`src/icmp64x_pkg.sv`:
```
// Shared types and constants for the ICMPv6 to ICMPv4 header translator.
// No dependencies; imported by every module of the block.

package icmp64x_pkg;

    // ICMPv6 message types
    localparam logic [7:0] V6_DEST_UNREACH   = 8'd1;
    localparam logic [7:0] V6_PKT_TOO_BIG    = 8'd2;
    localparam logic [7:0] V6_TIME_EXCEEDED  = 8'd3;
    localparam logic [7:0] V6_PARAM_PROBLEM  = 8'd4;
    localparam logic [7:0] V6_ECHO_REQUEST   = 8'd128;
    localparam logic [7:0] V6_ECHO_REPLY     = 8'd129;

    // ICMPv6 codes used by the translation rules
    localparam logic [7:0] V6C_NO_ROUTE      = 8'd0;
    localparam logic [7:0] V6C_ADMIN_PROHIB  = 8'd1;
    localparam logic [7:0] V6C_BEYOND_SCOPE  = 8'd2;
    localparam logic [7:0] V6C_ADDR_UNREACH  = 8'd3;
    localparam logic [7:0] V6C_PORT_UNREACH  = 8'd4;
    localparam logic [7:0] V6C_REASSEMBLY    = 8'd1;
    localparam logic [7:0] V6C_BAD_HDR_FIELD = 8'd0;
    localparam logic [7:0] V6C_BAD_NEXT_HDR  = 8'd1;

    // ICMPv4 message types
    localparam logic [7:0] V4_ECHO_REPLY     = 8'd0;
    localparam logic [7:0] V4_DEST_UNREACH   = 8'd3;
    localparam logic [7:0] V4_ECHO_REQUEST   = 8'd8;
    localparam logic [7:0] V4_TIME_EXCEEDED  = 8'd11;
    localparam logic [7:0] V4_PARAM_PROBLEM  = 8'd12;

    // ICMPv4 destination unreachable codes
    localparam logic [7:0] V4_CODE_HOST_UNREACH  = 8'd1;
    localparam logic [7:0] V4_CODE_PROTO_UNREACH = 8'd2;
    localparam logic [7:0] V4_CODE_PORT_UNREACH  = 8'd3;
    localparam logic [7:0] V4_CODE_FRAG_NEEDED   = 8'd4;
    localparam logic [7:0] V4_CODE_HOST_ADMIN    = 8'd10;

    // Generic zero code
    localparam logic [7:0] CODE_ZERO = 8'd0;

    // Length and MTU figures
    localparam logic [15:0] MIN_MSG_LEN     = 16'd8;
    localparam logic [15:0] HDR_LEN_DELTA   = 16'd20;
    localparam logic [15:0] IPV4_MIN_MTU    = 16'd68;
    localparam logic [15:0] MTU_RESET       = 16'd1500;

    // Configuration register indexes
    localparam logic REG_IPV4_OUT_MTU = 1'b0;
    localparam logic REG_IPV6_OUT_MTU = 1'b1;

    // Outbound MTUs as seen by the datapath
    typedef struct packed {
        logic [15:0] ipv6_out_mtu;
        logic [15:0] ipv4_out_mtu;
    } t_mtu_cfg;

    // One ICMPv6 header item
    typedef struct packed {
        logic [15:0] msg_length;
        logic [31:0] v6_rest;
        logic [7:0]  v6_code;
        logic [7:0]  v6_type;
    } t_v6_hdr;

    // One translated result item
    typedef struct packed {
        logic        inner_dont_fragment;
        logic        carries_inner_packet;
        logic [31:0] v4_rest;
        logic [7:0]  v4_code;
        logic [7:0]  v4_type;
        logic        accepted;
    } t_xlat_res;

endpackage

```
`src/icmpv6_to_icmpv4_header_xlat.sv`:
```
// ICMPv6 to ICMPv4 header translator, top level.
// Stages: input register, rewrite logic, result register; an accepted item passes
// through both registers before it is offered on the output.
// Throughput: one item per cycle unless the output stalls.
// Stalls on the output back up through both registers; no items are dropped.
// Reset (synchronous, active low) empties both stages and sets both MTUs to 1500.
// Depends on icmp64x_pkg, icmp64x_cfg_regs and icmp64x_xlat_core.

module icmpv6_to_icmpv4_header_xlat (
    input  logic        i_clk,
    input  logic        i_rst_n,
    // input items
    input  logic        s_axis_tvalid,
    output logic        s_axis_tready,
    input  logic [63:0] s_axis_tdata,   // v6_type, v6_code, v6_rest, msg_length
    // result items
    output logic        m_axis_tvalid,
    input  logic        m_axis_tready,
    output logic [47:0] m_axis_tdata,   // v4_type, v4_code, v4_rest
    output logic [2:0]  m_axis_tuser,   // accepted, carries_inner_packet, inner_dont_fragment
    // configuration
    input  logic        psel,
    input  logic        penable,
    input  logic        pwrite,
    input  logic [2:0]  paddr,
    input  logic [31:0] pwdata,
    output logic [31:0] prdata,
    output logic        pready
);
    import icmp64x_pkg::*;

    t_mtu_cfg  w_cfg;
    t_v6_hdr   r_in;
    logic      r_in_valid;
    t_xlat_res n_out;
    t_xlat_res r_out;
    logic      r_out_valid;
    logic      w_out_ready;
    logic      w_in_ready;

    icmp64x_cfg_regs u_cfg (
        .i_clk   (i_clk),
        .i_rst_n (i_rst_n),
        .psel    (psel),
        .penable (penable),
        .pwrite  (pwrite),
        .paddr   (paddr),
        .pwdata  (pwdata),
        .prdata  (prdata),
        .pready  (pready),
        .o_cfg   (w_cfg)
    );

    // each stage moves on when the one after it is empty or draining
    assign w_out_ready   = !r_out_valid || m_axis_tready;
    assign w_in_ready    = !r_in_valid || w_out_ready;
    assign s_axis_tready = w_in_ready;

    // input register
    always_ff @(posedge i_clk) begin
        if (!i_rst_n) begin
            r_in_valid <= 1'b0;
        end else if (w_in_ready) begin
            r_in_valid <= s_axis_tvalid;
        end
    end

    always_ff @(posedge i_clk) begin
        if (s_axis_tvalid && w_in_ready) begin
            r_in <= t_v6_hdr'(s_axis_tdata);
        end
    end

    icmp64x_xlat_core u_core (
        .i_hdr (r_in),
        .i_cfg (w_cfg),
        .o_res (n_out)
    );

    // result register
    always_ff @(posedge i_clk) begin
        if (!i_rst_n) begin
            r_out_valid <= 1'b0;
        end else if (w_out_ready) begin
            r_out_valid <= r_in_valid;
        end
    end

    always_ff @(posedge i_clk) begin
        if (r_in_valid && w_out_ready) begin
            r_out <= n_out;
        end
    end

    assign m_axis_tvalid = r_out_valid;
    assign m_axis_tdata  = {r_out.v4_rest, r_out.v4_code, r_out.v4_type};
    assign m_axis_tuser  = {r_out.inner_dont_fragment, r_out.carries_inner_packet,
                            r_out.accepted};

    // a rejected item carries nothing but the flag
    a_reject_zero: assert property (@(posedge i_clk) disable iff (!i_rst_n)
        (r_out_valid && !r_out.accepted) |->
            (r_out.v4_type == 8'd0 && r_out.v4_code == 8'd0 && r_out.v4_rest == 32'd0
             && !r_out.carries_inner_packet && !r_out.inner_dont_fragment))
        else $error("rejected item with non-zero fields");

    // DF only on accepted error messages
    a_df_implies: assert property (@(posedge i_clk) disable iff (!i_rst_n)
        (r_out_valid && r_out.inner_dont_fragment) |->
            (r_out.accepted && r_out.carries_inner_packet))
        else $error("dont-fragment on a non-error item");

    // clamped MTU never falls under the IPv4 minimum
    a_mtu_floor: assert property (@(posedge i_clk) disable iff (!i_rst_n)
        (r_out_valid && r_out.inner_dont_fragment) |->
            (r_out.v4_rest[31:16] == 16'd0 && r_out.v4_rest[15:0] >= IPV4_MIN_MTU))
        else $error("packet too big MTU out of range");

    // a new item never lands on a held input register
    a_no_overwrite: assert property (@(posedge i_clk) disable iff (!i_rst_n)
        (s_axis_tvalid && s_axis_tready && r_in_valid) |-> w_out_ready)
        else $error("input register overwritten while stalled");

    // an item in the input stage reaches the result register when it is free
    a_advance: assert property (@(posedge i_clk) disable iff (!i_rst_n)
        (r_in_valid && w_out_ready) |=> r_out_valid)
        else $error("item lost between stages");

endmodule

```
`src/icmp64x_cfg_regs.sv`:
```
// APB register file for the outbound MTU settings.
// Depends on icmp64x_pkg.

module icmp64x_cfg_regs (
    input  logic                   i_clk,
    input  logic                   i_rst_n,
    input  logic                   psel,
    input  logic                   penable,
    input  logic                   pwrite,
    input  logic [2:0]             paddr,
    input  logic [31:0]            pwdata,
    output logic [31:0]            prdata,
    output logic                   pready,
    output icmp64x_pkg::t_mtu_cfg  o_cfg
);
    import icmp64x_pkg::*;

    logic [15:0] r_v4_mtu;
    logic [15:0] r_v6_mtu;
    logic        w_wr;

    // registers are word aligned; paddr[2] picks the register
    assign w_wr   = psel && penable && pwrite;
    assign pready = 1'b1;

    always_ff @(posedge i_clk) begin
        if (!i_rst_n) begin
            r_v4_mtu <= MTU_RESET;
            r_v6_mtu <= MTU_RESET;
        end else if (w_wr) begin
            unique case (paddr[2])
                REG_IPV4_OUT_MTU: r_v4_mtu <= pwdata[15:0];
                REG_IPV6_OUT_MTU: r_v6_mtu <= pwdata[15:0];
                default:          r_v4_mtu <= r_v4_mtu;
            endcase
        end
    end

    // read back
    always_comb begin
        unique case (paddr[2])
            REG_IPV4_OUT_MTU: prdata = {16'd0, r_v4_mtu};
            REG_IPV6_OUT_MTU: prdata = {16'd0, r_v6_mtu};
            default:          prdata = 32'd0;
        endcase
    end

    assign o_cfg.ipv4_out_mtu = r_v4_mtu;
    assign o_cfg.ipv6_out_mtu = r_v6_mtu;

endmodule

```
`src/icmp64x_xlat_core.sv`:
```
// Combinational ICMPv6 to ICMPv4 type, code and rest-of-header rewrite.
// Depends on icmp64x_pkg.

module icmp64x_xlat_core (
    input  icmp64x_pkg::t_v6_hdr   i_hdr,
    input  icmp64x_pkg::t_mtu_cfg  i_cfg,
    output icmp64x_pkg::t_xlat_res o_res
);
    import icmp64x_pkg::*;

    // IPv4 header offsets for remapped parameter problem pointers
    localparam logic [7:0] PTR_VER_IHL  = 8'd0;
    localparam logic [7:0] PTR_TOS      = 8'd1;
    localparam logic [7:0] PTR_TOT_LEN  = 8'd2;
    localparam logic [7:0] PTR_TTL      = 8'd8;
    localparam logic [7:0] PTR_PROTO    = 8'd9;
    localparam logic [7:0] PTR_SRC_ADDR = 8'd12;
    localparam logic [7:0] PTR_DST_ADDR = 8'd16;

    logic [7:0]  w_t;
    logic [7:0]  w_c;
    logic [31:0] w_rest;
    logic        w_tc_ok;
    logic [7:0]  w_nt;
    logic [7:0]  w_nc;
    logic        w_ptr_ok;
    logic [7:0]  w_ptr;
    logic [15:0] w_mtu_sub;
    logic [15:0] w_mtu_v4;
    logic [15:0] w_v6_lim;
    logic [15:0] w_mtu_v6;
    logic [15:0] w_mtu_fin;
    logic        w_rest_ok;
    logic [31:0] w_nr;
    logic        w_ok;
    logic        w_echo;

    assign w_t    = i_hdr.v6_type;
    assign w_c    = i_hdr.v6_code;
    assign w_rest = i_hdr.v6_rest;

    // type and code mapping
    always_comb begin
        w_tc_ok = 1'b0;
        w_nt    = CODE_ZERO;
        w_nc    = CODE_ZERO;
        unique case (w_t)
            V6_ECHO_REQUEST: begin
                w_tc_ok = (w_c == CODE_ZERO);
                w_nt    = V4_ECHO_REQUEST;
            end
            V6_ECHO_REPLY: begin
                w_tc_ok = (w_c == CODE_ZERO);
                w_nt    = V4_ECHO_REPLY;
            end
            V6_DEST_UNREACH: begin
                w_nt = V4_DEST_UNREACH;
                case (w_c) inside
                    V6C_NO_ROUTE, V6C_BEYOND_SCOPE, V6C_ADDR_UNREACH: begin
                        w_tc_ok = 1'b1;
                        w_nc    = V4_CODE_HOST_UNREACH;
                    end
                    V6C_ADMIN_PROHIB: begin
                        w_tc_ok = 1'b1;
                        w_nc    = V4_CODE_HOST_ADMIN;
                    end
                    V6C_PORT_UNREACH: begin
                        w_tc_ok = 1'b1;
                        w_nc    = V4_CODE_PORT_UNREACH;
                    end
                    default: w_tc_ok = 1'b0;
                endcase
            end
            V6_PKT_TOO_BIG: begin
                w_tc_ok = (w_c == CODE_ZERO);
                w_nt    = V4_DEST_UNREACH;
                w_nc    = V4_CODE_FRAG_NEEDED;
            end
            V6_TIME_EXCEEDED: begin
                w_tc_ok = (w_c[7:1] == 7'd0);
                w_nt    = V4_TIME_EXCEEDED;
                w_nc    = w_c;
            end
            V6_PARAM_PROBLEM: begin
                if (w_c == V6C_BAD_HDR_FIELD) begin
                    w_tc_ok = 1'b1;
                    w_nt    = V4_PARAM_PROBLEM;
                end else if (w_c == V6C_BAD_NEXT_HDR) begin
                    w_tc_ok = 1'b1;
                    w_nt    = V4_DEST_UNREACH;
                    w_nc    = V4_CODE_PROTO_UNREACH;
                end
            end
            default: w_tc_ok = 1'b0;
        endcase
    end

    // pointer remap, IPv6 header offset to IPv4 header offset
    always_comb begin
        w_ptr_ok = 1'b1;
        w_ptr    = PTR_VER_IHL;
        case (w_rest[7:0]) inside
            8'd0:          w_ptr = PTR_VER_IHL;
            8'd1:          w_ptr = PTR_TOS;
            8'd4, 8'd5:    w_ptr = PTR_TOT_LEN;
            8'd6:          w_ptr = PTR_PROTO;
            8'd7:          w_ptr = PTR_TTL;
            [8'd8:8'd23]:  w_ptr = PTR_SRC_ADDR;
            [8'd24:8'd39]: w_ptr = PTR_DST_ADDR;
            default:       w_ptr_ok = 1'b0;
        endcase
    end

    // MTU clamp: less the header growth, limited by both outbound MTUs, floor 68
    assign w_mtu_sub = (w_rest[15:0] > HDR_LEN_DELTA) ? (w_rest[15:0] - HDR_LEN_DELTA)
                                                      : 16'd0;
    assign w_mtu_v4  = (w_mtu_sub > i_cfg.ipv4_out_mtu) ? i_cfg.ipv4_out_mtu : w_mtu_sub;
    assign w_v6_lim  = (i_cfg.ipv6_out_mtu >= HDR_LEN_DELTA)
                     ? (i_cfg.ipv6_out_mtu - HDR_LEN_DELTA) : 16'd0;
    assign w_mtu_v6  = (w_mtu_v4 > w_v6_lim) ? w_v6_lim : w_mtu_v4;
    assign w_mtu_fin = (w_mtu_v6 < IPV4_MIN_MTU) ? IPV4_MIN_MTU : w_mtu_v6;

    // rest-of-header rewrite
    always_comb begin
        w_rest_ok = 1'b0;
        w_nr      = 32'd0;
        if (w_t == V6_ECHO_REQUEST || w_t == V6_ECHO_REPLY) begin
            w_rest_ok = 1'b1;
            w_nr      = w_rest;
        end else if (w_t == V6_PKT_TOO_BIG) begin
            w_rest_ok = (w_rest[31:16] == 16'd0);
            w_nr      = {16'd0, w_mtu_fin};
        end else if (w_t == V6_PARAM_PROBLEM) begin
            if (w_c == V6C_BAD_HDR_FIELD) begin
                w_rest_ok = (w_rest[31:8] == 24'd0) && w_ptr_ok;
                w_nr      = {w_ptr, 24'd0};
            end else begin
                w_rest_ok = 1'b1;
            end
        end else begin
            // plain errors must carry an unused, all-zero field
            w_rest_ok = (w_rest == 32'd0);
        end
    end

    assign w_ok   = (i_hdr.msg_length >= MIN_MSG_LEN) && w_tc_ok && w_rest_ok;
    assign w_echo = (w_t == V6_ECHO_REQUEST) || (w_t == V6_ECHO_REPLY);

    // rejected items give all-zero fields
    assign o_res.accepted             = w_ok;
    assign o_res.v4_type              = w_ok ? w_nt : 8'd0;
    assign o_res.v4_code              = w_ok ? w_nc : 8'd0;
    assign o_res.v4_rest              = w_ok ? w_nr : 32'd0;
    assign o_res.carries_inner_packet = w_ok && !w_echo;
    assign o_res.inner_dont_fragment  = w_ok && (w_t == V6_PKT_TOO_BIG);

endmodule
```
`config.mk`:
```
export PLATFORM = sky130hd
export DESIGN_NAME = icmpv6_to_icmpv4_header_xlat
export DESIGN_NICKNAME = d
export VERILOG_FILES = /design/src/icmp64x_pkg.sv /design/src/icmpv6_to_icmpv4_header_xlat.sv /design/src/icmp64x_cfg_regs.sv /design/src/icmp64x_xlat_core.sv
export SDC_FILE = /design/constraint.sdc
export NUM_CORES = 1
export LEC_CHECK = 0
export ABC_AREA = 1
export BUFFER_PORTS_ARGS = -buffer_cell sky130_fd_sc_hd__buf_2
export CORE_MARGIN = 2
export CORE_UTILIZATION = 58
export CTS_CLUSTER_DIAMETER = 40
export DETAILED_ROUTE_END_ITERATION = 8
export PLACE_DENSITY_LB_ADDON = 0.08
export RECOVER_POWER = 25
export SYNTH_ARGS = -nofsm -noshare
export SYNTH_HDL_FRONTEND = slang
export SYNTH_SLANG_ARGS = --single-unit
```
`constraint.sdc`:
```
create_clock -name i_clk -period 8 [get_ports i_clk]
set_input_delay 0.4 -clock i_clk [delete_from_list [all_inputs] [get_ports i_clk]]
set_output_delay 0.4 -clock i_clk [all_outputs]
set_load 0.05 [all_outputs]
```
==> metrics.md <==
| Metric | Value |
|---|---|
| Status | completed |
| Design Power | 1.927 mW |
| Hold_ws | around 150 ps |
| Largest net degree at the start of global routing | 47 |
| HP Class | input port to register |
| Synth unique cells | 46 |
| WL per Instance | between 10 and 15 um |
| Die Y | approximately 120 um |
| CTS root buffer | clkbuf_16 |
| Setup ws final | between 1000 and 1500 ps |
| DIE AREA | about 14,000 um^2 |
| First-pass GRT wire length | slightly below 30,000 um |
| Max IR drop VDD | about 0.17 mV |
| Vias in the first global route | roughly 5,700 |
| Fillers | about 1,100 |
| Slew headroom | between 40 and 50% |
| Top FF cell, synth | edfxtp_1 |
| Antenna cell count | 0 |
| Sequential-to-total area share from yosys stat | 50.27% |
| Syn Inst Count | approximately 900 |
| Fin crit share | 86.64% |
| Overall global routing resource usage | between 20% and 30% |
| CTS tree | done |
| Detail Route Antenna Nets | 0 |
| Synth warn | 0 |
| Pre-Repair DR Iteration Count | 6 |
| Initial Utilization | about three fifths |
| Switching fraction of total power | around 29% |
| Syn avg cell area | about 8.7 um^2 |
| Clk Latency, worst-skew pair | between 400 and 500 ps |
| Slew Limit Fails | 0 |
| Register area | between 3000 and 4000 um^2 |
| Crit Path Max Fanout | 21 |
| Worst-Margin Slew | 848.8 ps |
| Reg power frac | between 40% and 50% |
| Detailed Route Iter0 Violations | around 520 |
| Num ports | between 150 and 200 |
| Psw | 552.5 uW |
| # setup viols final | 0 |
| Lkg Pwr | approximately 4.1 nW |
| Postcts setup bufs | 0 |
| Post-layout instance count excluding filler cells | between 1,000 and 1,500 |
| Via count | about 6,500 |
| Clk buf depth | 2 |
| Chip width | around 120 um |
| Area of the multi-input gates | approximately 3200 um^2 |
| Final wirelength | ~18,000 um |
| Critical Path Slowest Stage Cell | nand2_1 |
| Dpl cell area | 8549 um^2 |
| CTS H-Tree Depth | 4 |
| Cells after DPL | 1,196 |
| Max cap viols | 0 |
| Std cell rows | 42 |
| Critical Path End Type | register |
| Routed vias/inst | 5.318 |
| Int Pwr | 1.375 mW |
| DRC viols | 0 |
| Arrival @ worst endpoint | roughly 7000 ps |
| Post-CTS Resized | 0 |
| Pre-CTS setup slack | ~1200 ps |
| Clock Sinks | 141 |
| Register bit total from synthesis | between 100 and 150 |
| Max incr delay on CP | between 500 and 600 ps |
| Clock transition at the registers of the reported paths | roughly 60 ps |
| Syn Std Cell Area | about 7700 um^2 |
| Top routing layer in use | met4 |
| Post-synth EDFFs | between 100 and 150 |
| Area delta synth->final | 17.77% |
| Total core area | around 13,000 um^2 |
| Clk pwr share | between 40% and 50% |
| CTS Hold Bufs | 0 |
| WL met3 | around 1900 um |
| Core Util, Final | a little over two thirds |
| RePlAce Congestion | ~1 |
| Fin crit period | between 6000 and 7000 ps |
| RSZ-0062 raised after global routing | no |
| Total power divided by cell area | around 210 nW/um^2 |
| Initial antenna violation count | 0 |
| Combinational Power Share | around 16% |
| Critical path data required time | 8170 ps |
| F_max | roughly 0.14 GHz |
| TNS Setup | 0 ps |
| IO buf count | 149 |
| Post-route cell area | between 9000 and 10,000 um^2 |
| Asr flop ratio synth | 0% |
| Crit path kind | register to register |
| Met2 WL | 7628 um |
| Fin nets | around 1,200 |
| CTS Buf Count | 17 |
| Most Frequent Cell on Critical Path | nand2_1 |
| Post-Route M1 WL | between 8000 and 9000 um |
| Final clock skew | around 7.6 ps |
| Grt ovf | 0 |
| Share of cells above drive strength 1 | 20.34% |
| Final hold vios | 0 |
| Setup crit start kind | register |
| Post-DP HPWL | around 14,000 um |
-- power by group through the flow --
stage | Combinational [mW] | Sequential (mW) | Clock (mW)
after floorplan | 0.216 | 0.874 | 0
after global placement | 0.299 | 0.855 | 0
after detailed placement | 0.302 | 0.856 | 0
after CTS | 0.304 | 0.841 | 0.788
after global routing | 0.339 | 0.844 | 0.824
final | 0.306 | 0.841 | 0.780
-- worst paths after layout --
path	from	to	slack (ps)	depth (start not counted)
hold reg to reg	u_cfg.r_v6_mtu[6]	u_cfg.r_v6_mtu[6]	520	2
setup reg to reg	r_in[19]	m_axis_tdata[17]	1070	33
setup / recovery	r_in[19]	m_axis_tdata[17]	1070	33
hold / removal	s_axis_tdata[47]	r_in[47]	150	1
-- flip-flops by register name, indices dropped and copies added, names as in the netlist --
name	flops
r_in	61
m_axis_tdata	43
u_cfg.r_v4_mtu	16
u_cfg.r_v6_mtu	16
m_axis_tuser	3
m_axis_tvalid	1
r_in_valid	1
-- per-layer routing --
metal | global-route usage, % | up-vias
met3 | 5.371 | 33
met1 | 39.43 | 2915
met5 | 0 | -
met4 | 9.779 | 0
met2 | 37.43 | 323
li1 | - | 3260
-- cell usage after synthesis (all sizes together), types with 3 or more instances --
| master | n | share of area (%) |
|---|---|---|
| buf | 30 | 2.9 |
| nor4 | 15 | 1.2 |
| nand3 | 54 | 3.7 |
| xor2 | 3 | 0.34 |
| edfxtp | 107 | 41 |
| and2 | 9 | 0.73 |
| nand4 | 11 | 0.97 |
| nand2 | 178 | 9.1 |
| a31oi | 3 | 0.24 |
| or2 | 3 | 0.24 |
| dfxtp | 34 | 8.8 |
| clkbuf | 17 | 0.82 |
| a21oi | 60 | 3.9 |
| a211oi | 3 | 0.29 |
| ha | 37 | 6.0 |
| nor2 | 102 | 5.5 |
| inv | 113 | 5.5 |
| nor3 | 18 | 1.3 |
| o21ai | 77 | 5.1 |
-- area by class of cell --
class / count / share of cell area (%)
well taps: 176 / 2.414
repair buffers: 152 / 8.230
clock buffers: 19 / 4.746
inverters: 114 / 4.691
flip-flops and latches: 141 / 42.69
clock inverters: 13 / 1.715
multi-input cells: 613 / 35.51
-- placed cells by master, fill, tap and decap left out, drive strengths merged, types with 34 or more instances in the layout --
cell / count
nor2: 102
inv: 118
buf: 138
a21oi: 60
nand3: 54
nand2: 178
dfxtp: 34
o21ai: 77
ha: 37
edfxtp: 107
-- worst max-delay path, delay by kind of cell (launching register included) --
kind            cells  cell delay, ps
buf+inv             4             820
compound gates      6             960
flops               1             490
simple gates       20            3640
fa+ha+maj           3             770
-- cells by family (layout without fill, tap and decap cells) --
group	Yosys count	after routing	synth area share [%]
compound gates	155	155	10.87
other cells	2	25	0.09697
buf+inv	161	298	9.241
flops	141	141	50.27
simple gates	391	391	22.97
fa+ha+maj	37	37	5.977
xor+xnor	5	5	0.5655
Power figures use the tool's default switching activity.
